### src/rtl/core/sgsd_pkg.sv
// ---------------------------------------------------------------------------
// sgsd_pkg - shared types and constants of the silence gate split detector
// Payload structs for both channels, the live register set, register indexes
// and edge codes.
// ---------------------------------------------------------------------------
package sgsd_pkg;

  // field widths fixed by the data format
  localparam int SAMPLE_W = 8;
  localparam int PEAK_W   = 7;
  localparam int COUNT_W  = 6;
  localparam int FRAME_W  = 32;
  localparam int IDX_W    = 3;
  // scan counters: window never exceeds 2**COUNT_W entries
  localparam int CNT_W    = COUNT_W + 1;

  // register indexes
  localparam logic [IDX_W-1:0] REG_ATTACK_LEVEL  = 3'd0;
  localparam logic [IDX_W-1:0] REG_ATTACK_COUNT  = 3'd1;
  localparam logic [IDX_W-1:0] REG_RELEASE_LEVEL = 3'd2;
  localparam logic [IDX_W-1:0] REG_RELEASE_COUNT = 3'd3;
  localparam logic [IDX_W-1:0] REG_FIRST_FRAME   = 3'd4;

  // register reset values
  localparam logic [PEAK_W-1:0]  ATTACK_LEVEL_RST  = 7'd5;
  localparam logic [COUNT_W-1:0] ATTACK_COUNT_RST  = 6'd2;
  localparam logic [PEAK_W-1:0]  RELEASE_LEVEL_RST = 7'd2;
  localparam logic [COUNT_W-1:0] RELEASE_COUNT_RST = 6'd5;
  localparam logic [FRAME_W-1:0] FIRST_FRAME_RST   = 32'd0;

  // edge kinds
  localparam logic EDGE_ATTACK  = 1'b0;
  localparam logic EDGE_RELEASE = 1'b1;

  typedef struct packed {
    logic signed [SAMPLE_W-1:0] sample;
    logic                       sample_present;
    logic                       frame_end;
  } in_item_t;

  typedef struct packed {
    logic [FRAME_W-1:0] split_frame;
    logic               edge_kind;
  } out_item_t;

  // live gate settings plus the frame counter load strobe
  typedef struct packed {
    logic [PEAK_W-1:0]  attack_level;
    logic [COUNT_W-1:0] attack_count;
    logic [PEAK_W-1:0]  release_level;
    logic [COUNT_W-1:0] release_count;
    logic               ff_load;
    logic [FRAME_W-1:0] ff_value;
  } cfg_t;

endpackage

### src/rtl/core/sgsd_ram.sv
// ---------------------------------------------------------------------------
// sgsd_ram - generic single-write, single-read RAM
// One write port and one read port, read data registered.
// ---------------------------------------------------------------------------
module sgsd_ram #(
  parameter int WIDTH = 8,
  parameter int DEPTH = 64
) (
  input  logic                     clk,
  input  logic                     we,
  input  logic [$clog2(DEPTH)-1:0] waddr,
  input  logic [WIDTH-1:0]         wdata,
  input  logic [$clog2(DEPTH)-1:0] raddr,
  output logic [WIDTH-1:0]         rdata
);

  logic [WIDTH-1:0] mem_r [DEPTH];
  logic [WIDTH-1:0] rdata_r;

  always_ff @(posedge clk) begin
    if (we) begin
      mem_r[waddr] <= wdata;
    end
    rdata_r <= mem_r[raddr];
  end

  assign rdata = rdata_r;

endmodule

### src/rtl/core/sgsd_front.sv
// ---------------------------------------------------------------------------
// sgsd_front - sample intake and frame peak tracking
// Keeps the running peak of the open frame and, on the closing beat, hands
// the finished frame peak to the job queue.
// ---------------------------------------------------------------------------
module sgsd_front (
  input  logic                      clk,
  input  logic                      rst_n,
  input  logic                      in_valid,
  output logic                      in_stall,
  input  sgsd_pkg::in_item_t        in_data,
  output logic                      q_push,
  output logic [sgsd_pkg::PEAK_W-1:0] q_peak,
  input  logic                      q_full
);

  logic [sgsd_pkg::PEAK_W-1:0] peak_r;
  logic [sgsd_pkg::PEAK_W-1:0] peak_nxt;
  logic [sgsd_pkg::PEAK_W-1:0] peak_upd;
  logic                        accept;

  // running peak, floored at zero: negative samples never raise it
  always_comb begin
    accept   = in_valid && !q_full;
    peak_upd = peak_r;
    if (in_data.sample_present && !in_data.sample[sgsd_pkg::SAMPLE_W-1] &&
        (in_data.sample[sgsd_pkg::PEAK_W-1:0] > peak_r)) begin
      peak_upd = in_data.sample[sgsd_pkg::PEAK_W-1:0];
    end
    peak_nxt = peak_r;
    if (accept) begin
      peak_nxt = in_data.frame_end ? '0 : peak_upd;
    end
  end

  assign in_stall = q_full;
  assign q_push   = accept && in_data.frame_end;
  assign q_peak   = peak_upd;

  always_ff @(posedge clk) begin
    if (!rst_n) begin
      peak_r <= '0;
    end else begin
      peak_r <= peak_nxt;
    end
  end

endmodule

### src/rtl/core/sgsd_fifo.sv
// ---------------------------------------------------------------------------
// sgsd_fifo - two-entry job queue between intake and gate evaluation
// Holds finished frame peaks so both sides can stall independently.
// ---------------------------------------------------------------------------
module sgsd_fifo (
  input  logic                        clk,
  input  logic                        rst_n,
  input  logic                        push,
  input  logic [sgsd_pkg::PEAK_W-1:0] push_data,
  output logic                        full,
  input  logic                        pop,
  output logic [sgsd_pkg::PEAK_W-1:0] pop_data,
  output logic                        empty
);

  logic [sgsd_pkg::PEAK_W-1:0] mem_r [2];
  logic                        wp_r;
  logic                        rp_r;
  logic [1:0]                  cnt_r;
  logic [1:0]                  cnt_nxt;

  assign full     = (cnt_r == 2'd2);
  assign empty    = (cnt_r == 2'd0);
  assign pop_data = mem_r[rp_r];

  // occupancy
  always_comb begin
    cnt_nxt = cnt_r;
    if (push && !pop) begin
      cnt_nxt = cnt_r + 2'd1;
    end else if (pop && !push) begin
      cnt_nxt = cnt_r - 2'd1;
    end
  end

  always_ff @(posedge clk) begin
    if (!rst_n) begin
      wp_r  <= 1'b0;
      rp_r  <= 1'b0;
      cnt_r <= 2'd0;
    end else begin
      cnt_r <= cnt_nxt;
      if (push) begin
        wp_r <= !wp_r;
      end
      if (pop) begin
        rp_r <= !rp_r;
      end
    end
  end

  // entry storage
  always_ff @(posedge clk) begin
    if (push) begin
      mem_r[wp_r] <= push_data;
    end
  end

endmodule

### src/rtl/core/sgsd_back.sv
// ---------------------------------------------------------------------------
// sgsd_back - gate evaluation over the window of frame peaks
// Writes each frame peak into the window RAM, scans the newest W entries
// one per cycle when an attack or release test is due, and issues the split beat.
// ---------------------------------------------------------------------------
module sgsd_back #(
  parameter int MAX_WINDOW = 64
) (
  input  logic                        clk,
  input  logic                        rst_n,
  input  sgsd_pkg::cfg_t              cfg,
  input  logic                        q_empty,
  output logic                        q_pop,
  input  logic [sgsd_pkg::PEAK_W-1:0] q_peak,
  output logic                        out_valid,
  input  logic                        out_stall,
  output sgsd_pkg::out_item_t         out_data
);

  localparam int AW      = $clog2(MAX_WINDOW);
  localparam int WIN_CAP = (MAX_WINDOW < (1 << sgsd_pkg::COUNT_W)) ?
                           MAX_WINDOW : (1 << sgsd_pkg::COUNT_W);
  localparam logic [AW-1:0] ADDR_TOP = AW'(MAX_WINDOW - 1);

  localparam logic [2:0] S_IDLE  = 3'd0;
  localparam logic [2:0] S_SCAN  = 3'd1;
  localparam logic [2:0] S_FLUSH = 3'd2;
  localparam logic [2:0] S_DONE  = 3'd3;

  logic [2:0]                   state_r, state_nxt;
  logic [AW-1:0]                head_r, head_inc;
  logic [AW-1:0]                addr_r, addr_nxt;
  logic [MAX_WINDOW-1:0]        valid_r;
  logic [sgsd_pkg::CNT_W-1:0]   k_r, k_nxt;
  logic [sgsd_pkg::CNT_W-1:0]   last_r;
  logic [sgsd_pkg::CNT_W-1:0]   rd_k_r;
  logic                         rd_live_r;
  logic                         rd_vld_r;
  logic [sgsd_pkg::CNT_W-1:0]   cnt_r, cnt_nxt;
  logic [sgsd_pkg::CNT_W-1:0]   cut_r, cut_nxt;
  logic                         scan_go_r;
  logic                         scan_atk_r;
  logic                         in_attack_r;
  logic                         in_release_r;
  logic [sgsd_pkg::FRAME_W-1:0] frame_r;
  logic                         out_valid_r;
  sgsd_pkg::out_item_t          out_data_r;

  logic [sgsd_pkg::PEAK_W-1:0]  rdata;
  logic [sgsd_pkg::PEAK_W-1:0]  entry;
  logic [sgsd_pkg::COUNT_W-1:0] wmax;
  logic [sgsd_pkg::CNT_W-1:0]   wlen;
  logic                         atk_go;
  logic                         rel_go;
  logic                         hit;
  logic [sgsd_pkg::COUNT_W-1:0] need;
  logic                         fire;
  logic                         out_free;
  logic                         finish;

  // window storage
  sgsd_ram #(
    .WIDTH (sgsd_pkg::PEAK_W),
    .DEPTH (MAX_WINDOW)
  ) u_window (
    .clk   (clk),
    .we    (q_pop),
    .waddr (head_inc),
    .wdata (q_peak),
    .raddr (addr_r),
    .rdata (rdata)
  );

  // window length and the edge to test for this frame
  always_comb begin
    head_inc = (head_r == ADDR_TOP) ? '0 : head_r + AW'(1);
    wmax     = (cfg.attack_count > cfg.release_count) ? cfg.attack_count : cfg.release_count;
    wlen     = {1'b0, wmax} + sgsd_pkg::CNT_W'(1);
    if (wlen > sgsd_pkg::CNT_W'(WIN_CAP)) begin
      wlen = sgsd_pkg::CNT_W'(WIN_CAP);
    end
    atk_go = (q_peak >= cfg.attack_level) && !in_attack_r;
    rel_go = !atk_go && (q_peak < cfg.release_level) && !in_release_r;
  end

  // entry that came back from the RAM; never-written entries read as zero
  always_comb begin
    entry = rd_vld_r ? rdata : '0;
    hit   = scan_atk_r ? (entry > cfg.attack_level) : (entry < cfg.release_level);
    cnt_nxt = cnt_r;
    cut_nxt = cut_r;
    if (rd_live_r && hit) begin
      cnt_nxt = cnt_r + sgsd_pkg::CNT_W'(1);
      cut_nxt = rd_k_r + sgsd_pkg::CNT_W'(1);
    end
  end

  // decision and output hand-off
  always_comb begin
    need     = scan_atk_r ? cfg.attack_count : cfg.release_count;
    fire     = scan_go_r && (cnt_r >= {1'b0, need});
    out_free = !out_valid_r || !out_stall;
    finish   = (state_r == S_DONE) && (!fire || out_free);
  end

  // sequencer
  always_comb begin
    state_nxt = state_r;
    addr_nxt  = addr_r;
    k_nxt     = k_r;
    q_pop     = 1'b0;
    unique case (state_r)
      S_IDLE: begin
        if (!q_empty) begin
          q_pop    = 1'b1;
          addr_nxt = head_inc;
          k_nxt    = '0;
          state_nxt = (atk_go || rel_go) ? S_SCAN : S_DONE;
        end
      end
      S_SCAN: begin
        addr_nxt = (addr_r == '0) ? ADDR_TOP : addr_r - AW'(1);
        k_nxt    = k_r + sgsd_pkg::CNT_W'(1);
        if (k_r == last_r) begin
          state_nxt = S_FLUSH;
        end
      end
      S_FLUSH: begin
        state_nxt = S_DONE;
      end
      S_DONE: begin
        if (finish) begin
          state_nxt = S_IDLE;
        end
      end
      default: begin
        state_nxt = S_IDLE;
      end
    endcase
  end

  // control registers
  always_ff @(posedge clk) begin
    if (!rst_n) begin
      state_r      <= S_IDLE;
      head_r       <= '0;
      valid_r      <= '0;
      rd_live_r    <= 1'b0;
      scan_go_r    <= 1'b0;
      scan_atk_r   <= 1'b0;
      in_attack_r  <= 1'b0;
      in_release_r <= 1'b0;
      frame_r      <= sgsd_pkg::FIRST_FRAME_RST;
      out_valid_r  <= 1'b0;
    end else begin
      state_r   <= state_nxt;
      rd_live_r <= (state_r == S_SCAN);
      if (q_pop) begin
        head_r            <= head_inc;
        valid_r[head_inc] <= 1'b1;
        scan_go_r         <= atk_go || rel_go;
        scan_atk_r        <= atk_go;
      end
      if (out_valid_r && !out_stall) begin
        out_valid_r <= 1'b0;
      end
      if (finish) begin
        frame_r <= frame_r + sgsd_pkg::FRAME_W'(1);
        if (fire) begin
          out_valid_r  <= 1'b1;
          in_attack_r  <= scan_atk_r;
          in_release_r <= !scan_atk_r;
        end
      end
      if (cfg.ff_load) begin
        frame_r <= cfg.ff_value;
      end
    end
  end

  // scan datapath
  always_ff @(posedge clk) begin
    addr_r   <= addr_nxt;
    k_r      <= k_nxt;
    rd_k_r   <= k_r;
    rd_vld_r <= valid_r[addr_r];
    if (q_pop) begin
      last_r <= wlen - sgsd_pkg::CNT_W'(1);
      cnt_r  <= '0;
      cut_r  <= '0;
    end else begin
      cnt_r <= cnt_nxt;
      cut_r <= cut_nxt;
    end
    if (finish && fire) begin
      out_data_r.split_frame <= scan_atk_r ?
                                frame_r - {{(sgsd_pkg::FRAME_W-sgsd_pkg::CNT_W){1'b0}}, cut_r} :
                                frame_r;
      out_data_r.edge_kind   <= scan_atk_r ? sgsd_pkg::EDGE_ATTACK : sgsd_pkg::EDGE_RELEASE;
    end
  end

  assign out_valid = out_valid_r;
  assign out_data  = out_data_r;

endmodule

### src/rtl/core/silence_gate_split_detector.sv
// Flow: a closing beat goes through the job queue to the evaluator, which scans
//   the newest W entries when a test is due and registers any split beat,
//   W = min(max(attack_count, release_count) + 1, MAX_WINDOW).
// Throughput: one sample beat per cycle unless the two-entry job queue is full;
//   the evaluator reads one window entry per cycle, one frame at a time.
// Reset: synchronous, active low; the window reads as zero at once via valid bits.
// ---------------------------------------------------------------------------
// silence_gate_split_detector - noise gate split detector, top level
// Register bank for the gate settings, sample intake, job queue and the
// window evaluator.
// ---------------------------------------------------------------------------
module silence_gate_split_detector #(
  parameter int MAX_WINDOW = 64
) (
  input  logic                         clk,
  input  logic                         rst_n,
  input  logic                         in_valid,
  output logic                         in_stall,
  input  sgsd_pkg::in_item_t           in_data,
  output logic                         out_valid,
  input  logic                         out_stall,
  output sgsd_pkg::out_item_t          out_data,
  input  logic                         cfg_valid,
  output logic                         cfg_ready,
  input  logic [sgsd_pkg::IDX_W-1:0]   cfg_index,
  input  logic [sgsd_pkg::FRAME_W-1:0] cfg_wdata
);

  logic [sgsd_pkg::PEAK_W-1:0]  attack_level_r;
  logic [sgsd_pkg::COUNT_W-1:0] attack_count_r;
  logic [sgsd_pkg::PEAK_W-1:0]  release_level_r;
  logic [sgsd_pkg::COUNT_W-1:0] release_count_r;
  logic                         cfg_wr;
  logic                         ff_load;
  sgsd_pkg::cfg_t               cfg;

  logic                         q_push;
  logic [sgsd_pkg::PEAK_W-1:0]  q_push_peak;
  logic                         q_full;
  logic                         q_pop;
  logic [sgsd_pkg::PEAK_W-1:0]  q_pop_peak;
  logic                         q_empty;

  // register bank: writes always taken
  assign cfg_ready = 1'b1;
  assign cfg_wr    = cfg_valid && cfg_ready;
  assign ff_load   = cfg_wr && (cfg_index == sgsd_pkg::REG_FIRST_FRAME);

  always_ff @(posedge clk) begin
    if (!rst_n) begin
      attack_level_r  <= sgsd_pkg::ATTACK_LEVEL_RST;
      attack_count_r  <= sgsd_pkg::ATTACK_COUNT_RST;
      release_level_r <= sgsd_pkg::RELEASE_LEVEL_RST;
      release_count_r <= sgsd_pkg::RELEASE_COUNT_RST;
    end else if (cfg_wr) begin
      unique case (cfg_index)
        sgsd_pkg::REG_ATTACK_LEVEL:  attack_level_r  <= cfg_wdata[sgsd_pkg::PEAK_W-1:0];
        sgsd_pkg::REG_ATTACK_COUNT:  attack_count_r  <= cfg_wdata[sgsd_pkg::COUNT_W-1:0];
        sgsd_pkg::REG_RELEASE_LEVEL: release_level_r <= cfg_wdata[sgsd_pkg::PEAK_W-1:0];
        sgsd_pkg::REG_RELEASE_COUNT: release_count_r <= cfg_wdata[sgsd_pkg::COUNT_W-1:0];
        default: begin
          // first_frame goes straight to the frame counter; others ignored
        end
      endcase
    end
  end

  always_comb begin
    cfg.attack_level  = attack_level_r;
    cfg.attack_count  = attack_count_r;
    cfg.release_level = release_level_r;
    cfg.release_count = release_count_r;
    cfg.ff_load       = ff_load;
    cfg.ff_value      = cfg_wdata;
  end

  // intake
  sgsd_front u_front (
    .clk      (clk),
    .rst_n    (rst_n),
    .in_valid (in_valid),
    .in_stall (in_stall),
    .in_data  (in_data),
    .q_push   (q_push),
    .q_peak   (q_push_peak),
    .q_full   (q_full)
  );

  // job queue
  sgsd_fifo u_fifo (
    .clk       (clk),
    .rst_n     (rst_n),
    .push      (q_push),
    .push_data (q_push_peak),
    .full      (q_full),
    .pop       (q_pop),
    .pop_data  (q_pop_peak),
    .empty     (q_empty)
  );

  // window evaluator
  sgsd_back #(
    .MAX_WINDOW (MAX_WINDOW)
  ) u_back (
    .clk       (clk),
    .rst_n     (rst_n),
    .cfg       (cfg),
    .q_empty   (q_empty),
    .q_pop     (q_pop),
    .q_peak    (q_pop_peak),
    .out_valid (out_valid),
    .out_stall (out_stall),
    .out_data  (out_data)
  );

endmodule
### config.mk
export PLATFORM = sky130hd
export DESIGN_NAME = silence_gate_split_detector
export DESIGN_NICKNAME = d
export VERILOG_FILES = /design/src/rtl/core/sgsd_pkg.sv /design/src/rtl/core/sgsd_ram.sv /design/src/rtl/core/sgsd_front.sv /design/src/rtl/core/sgsd_fifo.sv /design/src/rtl/core/sgsd_back.sv /design/src/rtl/core/silence_gate_split_detector.sv
export SDC_FILE = /design/constraint.sdc
export NUM_CORES = 1
export LEC_CHECK = 0
export CORE_MARGIN = 2
export CORE_UTILIZATION = 51
export DETAILED_ROUTE_END_ITERATION = 8
export DONT_BUFFER_PORTS = 1
export PLACE_DENSITY = 0.67
export SETUP_SLACK_MARGIN = 0.4
export SLEW_MARGIN = 20
export SYNTH_ARGS = -nofsm -noshare
export SYNTH_HDL_FRONTEND = slang
export SYNTH_SLANG_ARGS = --single-unit
### constraint.sdc
create_clock -name clk -period 8.6 [get_ports clk]
set_input_delay 0.43 -clock clk [delete_from_list [all_inputs] [get_ports clk]]
set_output_delay 0.43 -clock clk [all_outputs]
set_load 0.03 [all_outputs]
==> results of run 1 <==
-- registers in the layout (all words and copies together), names as in the netlist, 6 cells and up, named ones only --
signal                 flops
u_back.addr_r              6
release_level_r            7
u_back.cut_r               7
u_back.frame_r            32
attack_count_r             6
u_back.rd_k_r              7
u_back.out_data           33
u_back.head_r              6
u_back.cnt_r               7
release_count_r            6
u_back.u_window.rdata      7
u_back.u_window.mem_r    448
u_back.k_r                 7
u_back.valid_r            64
u_front.peak_r             7
u_back.last_r              7
u_fifo.mem_r              14
attack_level_r             7
-- worst max-delay path by stage --
stage / start / to / slack, ns / depth (start not counted)
floorplan: release_count_r[3] / u_back.last_r[5] / 4.97 / 16
global placement: release_count_r[3] / u_back.last_r[5] / 4.63 / 14
detailed placement: release_count_r[3] / u_back.last_r[5] / 4.44 / 14
CTS: release_count_r[3] / u_back.last_r[5] / 4.45 / 14
global route: release_count_r[3] / u_back.last_r[5] / 4.11 / 14
finish: release_count_r[3] / u_back.last_r[5] / 4.41 / 14
-- per-stage QoR --
stage / cell area, um^2 / hold WS [ns] / utilization, % / worst slack (ns) / cells
after floorplan: 29300 / 0.408 / - / 4.97 / 1983
final: 32700 / 0.0222 / 57.8 / 4.41 / 2821
after global placement: 30100 / 0.433 / 53.1 / 4.63 / 2660
after detailed placement: 30100 / 0.443 / 53.1 / 4.44 / 2660
after global routing: 32700 / 0.0166 / 57.8 / 4.11 / 2821
after CTS: 32700 / 0.00000178 / 57.8 / 4.45 / 2821
-- cell usage in the layout, fill, tap and decap left out, drive strengths merged, types with 23 or more instances in the layout --
cell	Yosys	routed
edfxtp	515	515
nor2	276	276
dfxtp	177	177
mux4	168	168
clkbuf	77	105
nand2	99	99
a21oi	70	70
ha	66	66
inv	57	60
xnor2	55	55
o21ai	47	47
xor2	44	44
nand3	38	38
nor3	36	36
mux2i	23	23
clkinv	0	23
-- power breakdown --
group | total (W) | switching [W] | internal, W
sequential | 0.00411 | 0.000142 | 0.00397
combinational | 0.00259 | 0.00149 | 0.00110
clock | 0.00313 | 0.00131 | 0.00181
total | 0.00982 | 0.00294 | 0.00688
-- metal layers --
| metal | share of wire, % | up-vias | track usage (%) |
|---|---|---|---|
| met2 | 50 | 511 | 37.2 |
| met3 | 5.2 | 119 | 3.79 |
| met1 | 42 | 8505 | 29.9 |
| met4 | 3.2 | 0 | 8.00 |
| met5 | 0 | - | 0 |
| li1 | - | 7551 | - |
-- cells by family (layout without fill, tap and decap cells) --
| logic type | Yosys count | after routing |
|---|---|---|
| xor+xnor | 99 | 99 |
| mux | 208 | 208 |
| flops | 692 | 692 |
| buf+inv | 155 | 237 |
| fa+ha+maj | 67 | 67 |
| compound gates | 215 | 215 |
| simple gates | 546 | 546 |
| other cells | 1 | 1 |
-- critical path: cells and delay by family, from the launching register on --
kind,cells,cell delay (ns)
AO/OA/AOI/OAI,6,2.04
adder cells (fa/ha/maj),2,0.60
flip-flops,1,0.47
XOR/XNOR,2,0.31
AND/OR/NAND/NOR,2,0.29
buffers and inverters,2,0.23
-- final cells by class --
class	instances	area (um^2)
Tap cell	756	946
Multi-Input combinational cell	1136	9740
Fill cell	4351	23900
Clock inverter	33	362
Sequential cell	692	19000
Timing Repair Buffer	42	395
Clock buffer	105	2060
Inverter	57	218
==> flow_summary.rst, run 1 <==
.. list-table::
   :header-rows: 1

   * - Metric
     - Value
   * - Terminating pin of the worst hold path
     - u_back.frame_r[28]
   * - Number of storage elements in the synthesis netlist
     - between 600 and 700
   * - Layout cells sized above 1
     - 16.0%
   * - Initial drt markers
     - ~1500
   * - Number of antenna violations at the first check in global routing
     - 0
   * - Fmax achieved
     - roughly 240 MHz
   * - Crit path max-delay cell type
     - sky130_fd_sc_hd__o22ai_1
   * - Required time of the critical path
     - a little under 9 ns
   * - CTS Buf Count
     - 74
   * - Yosys cell types
     - 65
   * - Complex-gate fraction of the synthesized area
     - under 10%
   * - Cell at the root of the clock tree
     - sky130_fd_sc_hd__clkbuf_16
   * - TritonRoute pass-1 iters
     - 5
   * - Most used flip-flop cell after synthesis
     - sky130_fd_sc_hd__edfxtp_1
   * - Start point of the worst min-delay path
     - rst_n
   * - Post-synthesis cell area
     - 29300 um^2
   * - Synthesized Nets
     - between 2000 and 2500
   * - Final Max Slew Viols
     - 0
   * - Gates resized, CTS repair
     - 0
   * - Routability congestion estimate from global placement
     - approximately 0.86
   * - Adder and majority cell fraction of the synthesized area
     - 2.88%
   * - Initial cell density of the core
     - between 50% and 60%
   * - Outcome
     - completed
   * - Total wire length after detailed routing
     - about 65 mm
   * - Worst EP arrival
     - roughly 4.5 ns
   * - Clock tree from TritonCTS
     - built
   * - Total Negative Setup Slacks
     - 0 ns
   * - Endpoint of the worst register-to-register path
     - u_back.last_r[5]
   * - Cell Pwr Density
     - approximately 300 nW/um^2
   * - Leading post-synthesis cells by cell area
     - sky130_fd_sc_hd__edfxtp_1, sky130_fd_sc_hd__mux4_2, sky130_fd_sc_hd__dfxtp_1
   * - Number of global-route vias before repair
     - 16700
   * - Antenna viol nets, final
     - 0
   * - Worst-Margin Slew
     - between 1 and 1.5 ns
   * - Clk slew on worst S/H paths
     - about 0.06 ns
   * - CTS max path bufs
     - 3
   * - Number of instances in the synthesized netlist
     - 1983
   * - Cells on worst reg2reg path
     - 14
   * - Register area share after synthesis
     - between 60% and 70%
   * - CP Class
     - reg -> reg
   * - Number of enable flip-flop cells after synthesis
     - about 500
   * - Min Tclk post-route
     - approximately 4.2 ns
   * - CORE AREA
     - 56600 um^2
   * - Pin count of the biggest net entering global routing
     - about 100
   * - Vias after detailed routing
     - between 15000 and 20000
   * - Library cell with the largest summed area after synthesis
     - sky130_fd_sc_hd__edfxtp_1
   * - Relative max-transition margin
     - between 30% and 40%
   * - Number of H-tree levels
     - 3
   * - Clock sinks
     - 692
   * - I/O pin count
     - 86
   * - Final Hold Viols
     - 0
   * - Synth Warn #
     - 0
   * - Post-detailed-route via-to-cell ratio
     - between 5 and 6
   * - Worst reg2reg path startpoint
     - release_count_r[3]
   * - Count of port buffers added during placement
     - 0
   * - Post-CTS setup buffers
     - 0
   * - Critical path, cell by cell
     - inv_1 > ha_1 > a21o_1 > a21oi_1 > a21boi_0 > o22ai_1 > a21oi_1 > inv_1 > ha_1 > nand3_1 > xnor2_1 > o21ai_0 > nand3b_1 > xor2_1
   * - Clock Skew
     - ~0.035 ns
   * - Largest fanout on the critical path
     - 11
   * - Final period utilization
     - ~49%
   * - Synth top area share
     - 52.7%
   * - Std cell rows
     - 87
   * - Critical path startpoint category
     - flop
   * - Chip Height
     - 244 um
   * - Longest individual stage delay on the worst path
     - approximately 0.83 ns
   * - # hold bufs at CTS
     - 23
   * - Detailed placement HPWL
     - 40.7 mm
   * - Max rail drop VDD
     - between 0.2 and 0.25 mV
   * - Most frequently used cell type in the post-synthesis netlist
     - sky130_fd_sc_hd__edfxtp_1
   * - Tot Pwr
     - between 0.009 and 0.01 W
   * - Xor/xnor share of the synthesized area
     - under 10%
   * - Classification of the worst-slack hold path
     - in -> reg
   * - Antenna diode instance count
     - 0
   * - Worst R2R Setup Slack
     - roughly 4.4 ns
   * - Die footprint
     - between 50000 and 60000 um^2
   * - Reported max-cap violation count
     - 0
   * - Leak Pwr
     - about 11 nW
   * - Main combinational cell family by area after synthesis
     - multiplexers
   * - Count of endpoints failing setup in the final report
     - 0
   * - Share of synthesized registers carrying an async set or reset
     - 0%
   * - Remaining design rule violation count
     - 0
   * - Overall fraction of global-route tracks in use
     - between 20% and 30%
   * - Basic-gate share of the synthesized area counting and, or, nand and nor cells
     - between 8 and 9%
   * - Area growth from synthesis to final layout
     - 11.5%
   * - Number of stages on the worst hold path
     - 2
   * - Per-instance average area after synthesis
     - 14.8 um^2
   * - Final net count
     - between 2000 and 2500
   * - Endpoint kind of the worst setup timing path
     - flop
   * - Commonest cells in the netlist
     - sky130_fd_sc_hd__edfxtp_1, sky130_fd_sc_hd__nor2_1, sky130_fd_sc_hd__dfxtp_1
   * - Wire length per cell
     - roughly 23 um
   * - Remaining global-route overflow
     - 0
   * - Post-synthesis mux area share
     - 14.3%
   * - RSZ-0062 raised after global routing
     - false
   * - Die span in x
     - roughly 240 um
   * - Global-route wire length before repair
     - between 100 and 150 mm
   * - Insertion delay of the later-clocked pin in the worst-skew pair
     - around 0.63 ns
No activity file was read; power rests on OpenSTA's default activity.
==> run 2: changes to the inputs <==
PLACE_DENSITY = 0.7   (was 0.67)
clock period = 3.65 ns   (was 8.6 ns; I/O delays follow)
==> run 2 against run 1 <==
  * Utilization rose by 1.5 points
  * Largest cell class unchanged
  * Critical path type unchanged
  * Via count rose by 2.6%
  * First-iteration DRC count rose by 7.4%
  * Design area rose by 2.6%
  * Sequential share of layout area fell by 1.4 points
==> flow_summary.rst, run 2 (synthesized netlist as in run 1, its figures left out) <==
.. list-table::
   :header-rows: 1

   * - Metric
     - Value
   * - Outcome
     - completed
   * - Die span in x
     - 244 um (unchanged)
   * - Required time of the critical path
     - 3.99 ns (-4.96 ns)
   * - Clock sinks
     - 692 (unchanged)
   * - CORE AREA
     - 56600 um^2 (unchanged)
   * - I/O pin count
     - 86 (unchanged)
   * - Std cell rows
     - 87 (unchanged)
   * - Cell Pwr Density
     - 698 nW/um^2 (+130%)
   * - Tot Pwr
     - 0.0234 W (+140%)
   * - Biggest register
     - u_back.u_window.mem_r
   * - Remaining design rule violation count
     - 0 (unchanged)
   * - Worst slack on hold paths
     - 0.0297 ns (+0.00756 ns)
   * - Routability congestion estimate from global placement
     - 0.857 (-0.19%)
   * - Final Max Slew Viols
     - 0 (unchanged)
   * - Number of H-tree levels
     - 3 (unchanged)
   * - Total Negative Setup Slacks
     - 0 ns (unchanged)
   * - Layout cells sized above 1
     - 17.9% (+1.8 points)
   * - Relative max-transition margin
     - 32.9% (+2.9 points)
   * - Die footprint
     - 59500 um^2 (unchanged)
   * - Number of antenna violations at the first check in global routing
     - 1 (+1)
   * - Critical path startpoint category
     - flop
   * - Worst-Margin Slew
     - 1.01 ns (-0.0433 ns)
   * - CTS max path bufs
     - 3 (unchanged)
   * - Min Tclk post-route
     - 3.10 ns (-1.09 ns)
   * - Initial drt markers
     - 1590 (+7.4%)
   * - Overall fraction of global-route tracks in use
     - 22.5% (+0.10 points)
   * - Largest fanout on the critical path
     - 8 (-3)
   * - Minimum setup slack in the final design
     - 0.551 ns (-3.86 ns)
   * - Endpoint kind of the worst setup timing path
     - flop
   * - Cell at the root of the clock tree
     - sky130_fd_sc_hd__clkbuf_16
   * - Pin count of the biggest net entering global routing
     - 85 (-17%)
   * - Area growth from synthesis to final layout
     - 14.4%
   * - Wire length per cell
     - 22.8 um (-1.8%)
   * - Worst R2R Setup Slack
     - 0.55 ns (-3.86 ns)
   * - Flip-flop count of the largest register after layout
     - 448 (unchanged)
   * - Insertion delay of the later-clocked pin in the worst-skew pair
     - 0.62 ns (about the same)
   * - Number of global-route vias before repair
     - 17200 (+2.9%)
   * - Detailed placement HPWL
     - 41.6 mm (+2.3%)
   * - Global-route wire length before repair
     - 102 mm (+1.1%)
   * - Total wire length after detailed routing
     - 66.0 mm (+0.79%)
   * - Cells on worst reg2reg path
     - 14 (unchanged)
   * - Clock tree from TritonCTS
     - built
   * - Final Hold Viols
     - 0 (unchanged)
   * - CP Class
     - reg -> reg
   * - CP endpoint
     - u_back.last_r[5]
   * - Start point of the critical path
     - release_count_r[2]
   * - CTS Buf Count
     - 72 (-2.7%)
   * - Final net count
     - 2197 (+3.6%)
   * - Worst slack, placed
     - 0.0934 ns (-4.34 ns)
   * - Clk slew on worst S/H paths
     - 0.06 ns (about the same)
   * - Final period utilization
     - 84.9% (+36 points)
   * - Fmax achieved
     - 323 MHz (+35%)
   * - Remaining global-route overflow
     - 0 (unchanged)
   * - Max rail drop VDD
     - 0.508 mV (+100%)
   * - Clock Skew
     - 0.0428 ns (+0.00797 ns)
   * - Worst reg2reg path startpoint
     - release_count_r[2]
   * - Chip Height
     - 244 um (unchanged)
   * - Count of endpoints failing setup in the final report
     - 0 (unchanged)
   * - Post-detailed-route via-to-cell ratio
     - 5.91 (about the same)
   * - Initial cell density of the core
     - 51.8% (unchanged)
   * - Vias after detailed routing
     - 17100 (+2.6%)
   * - Most common library cell in the layout ignoring fill and taps
     - sky130_fd_sc_hd__edfxtp_1
   * - Endpoint of the worst register-to-register path
     - u_back.last_r[5]
   * - TritonRoute pass-1 iters
     - 5 (unchanged)
   * - Final core area utilization
     - 59.3% (+1.5 points)
   * - Top library cells by usage in the layout, fill and taps aside
     - sky130_fd_sc_hd__edfxtp_1, sky130_fd_sc_hd__nor2_1, sky130_fd_sc_hd__dfxtp_1, sky130_fd_sc_hd__mux4_2, sky130_fd_sc_hd__nand2_1
   * - Count of port buffers added during placement
     - 0 (unchanged)
   * - Reported max-cap violation count
     - 0 (unchanged)
   * - Classification of the worst-slack hold path
     - in -> reg
   * - RSZ-0062 raised after global routing
     - true
   * - Leak Pwr
     - 11.3 nW (+3.7%)
   * - Antenna viol nets, final
     - 0 (unchanged)
   * - Worst EP arrival
     - 3.44 ns (-1.10 ns)
run 2: cell type report:
cell class | count | area [um^2]
fill | 4235 | 23000
sequential | 692 | 19000
multi-input combinational | 1136 | 9790
clock buffer | 108 | 2110
timing repair buffer | 121 | 1170
tap | 756 | 946
clock inverter | 25 | 312
inverter | 57 | 221
antenna | 1 | 2.50
run 2: timing repair:
action / in CTS / in global routing
hold buffers: 60 / 0
resized for setup: 6 / 8
buffers inserted: 1 / 3
endpoints found under the hold margin: 89 / 0
pin swaps: 1 / 2
endpoints found under the setup margin: 8 / 53
run 2: where the power goes:
part / switching (W) / leakage [nW] / total (W) / internal (W)
Clock: 0.00301 / 1.18 / 0.00741 / 0.00440
Combinational: 0.00357 / 4.06 / 0.00635 / 0.00278
Sequential: 0.000335 / 6.11 / 0.00968 / 0.00935
run 2: metal layers:
metal  global-route usage (%)  wire length, um  part of all wire (%)  up-vias
li1                         -                -                     -     7687
met4                     7.68             2060                   3.1        0
met1                     30.1            27300                    41     8716
met2                     37.3            32700                    50      587
met5                        0                0                     0        -
met3                     3.97             3960                   6.0      137
run 2: worst min path at each step:
stage / from / end / slack, ns / cells past startpoint
6_report: in_data[0] / u_fifo.mem_r[1][6] / 0.03 / 1
2_1_floorplan: cfg_wdata[0] / attack_level_r[0] / 0.31 / 2
4_1_cts: rst_n / u_front.peak_r[5] / 0.01 / 3
5_1_grt: in_data[0] / u_fifo.mem_r[1][5] / 0.03 / 1
3_3_place_gp: rst_n / attack_count_r[1] / 0.26 / 1
3_5_place_dp: rst_n / attack_count_r[1] / 0.25 / 1
run 2: metrics by stage:
stage,instances,area (um^2)
2_1_floorplan,1983,29400
3_3_place_gp,2698,30400
3_5_place_dp,2698,30400
4_1_cts,2892,33500
5_1_grt,2896,33600
6_report,2896,33600
run 2: worst max-delay path, stage by stage, from the launching register on:
cell and delay (ns):
sky130_fd_sc_hd__dfxtp_2 0.42, sky130_fd_sc_hd__inv_1 0.14, sky130_fd_sc_hd__ha_1 0.29, sky130_fd_sc_hd__nand3_1 0.17
sky130_fd_sc_hd__o21bai_2 0.19, sky130_fd_sc_hd__a21boi_2 0.09, sky130_fd_sc_hd__o22ai_2 0.24, sky130_fd_sc_hd__mux2_2 0.42
sky130_fd_sc_hd__ha_4 0.20, sky130_fd_sc_hd__nand3_1 0.10, sky130_fd_sc_hd__xnor2_1 0.12, sky130_fd_sc_hd__nand2_1 0.09
sky130_fd_sc_hd__o21ai_2 0.10, sky130_fd_sc_hd__nand3b_1 0.13, sky130_fd_sc_hd__xor2_1 0.15
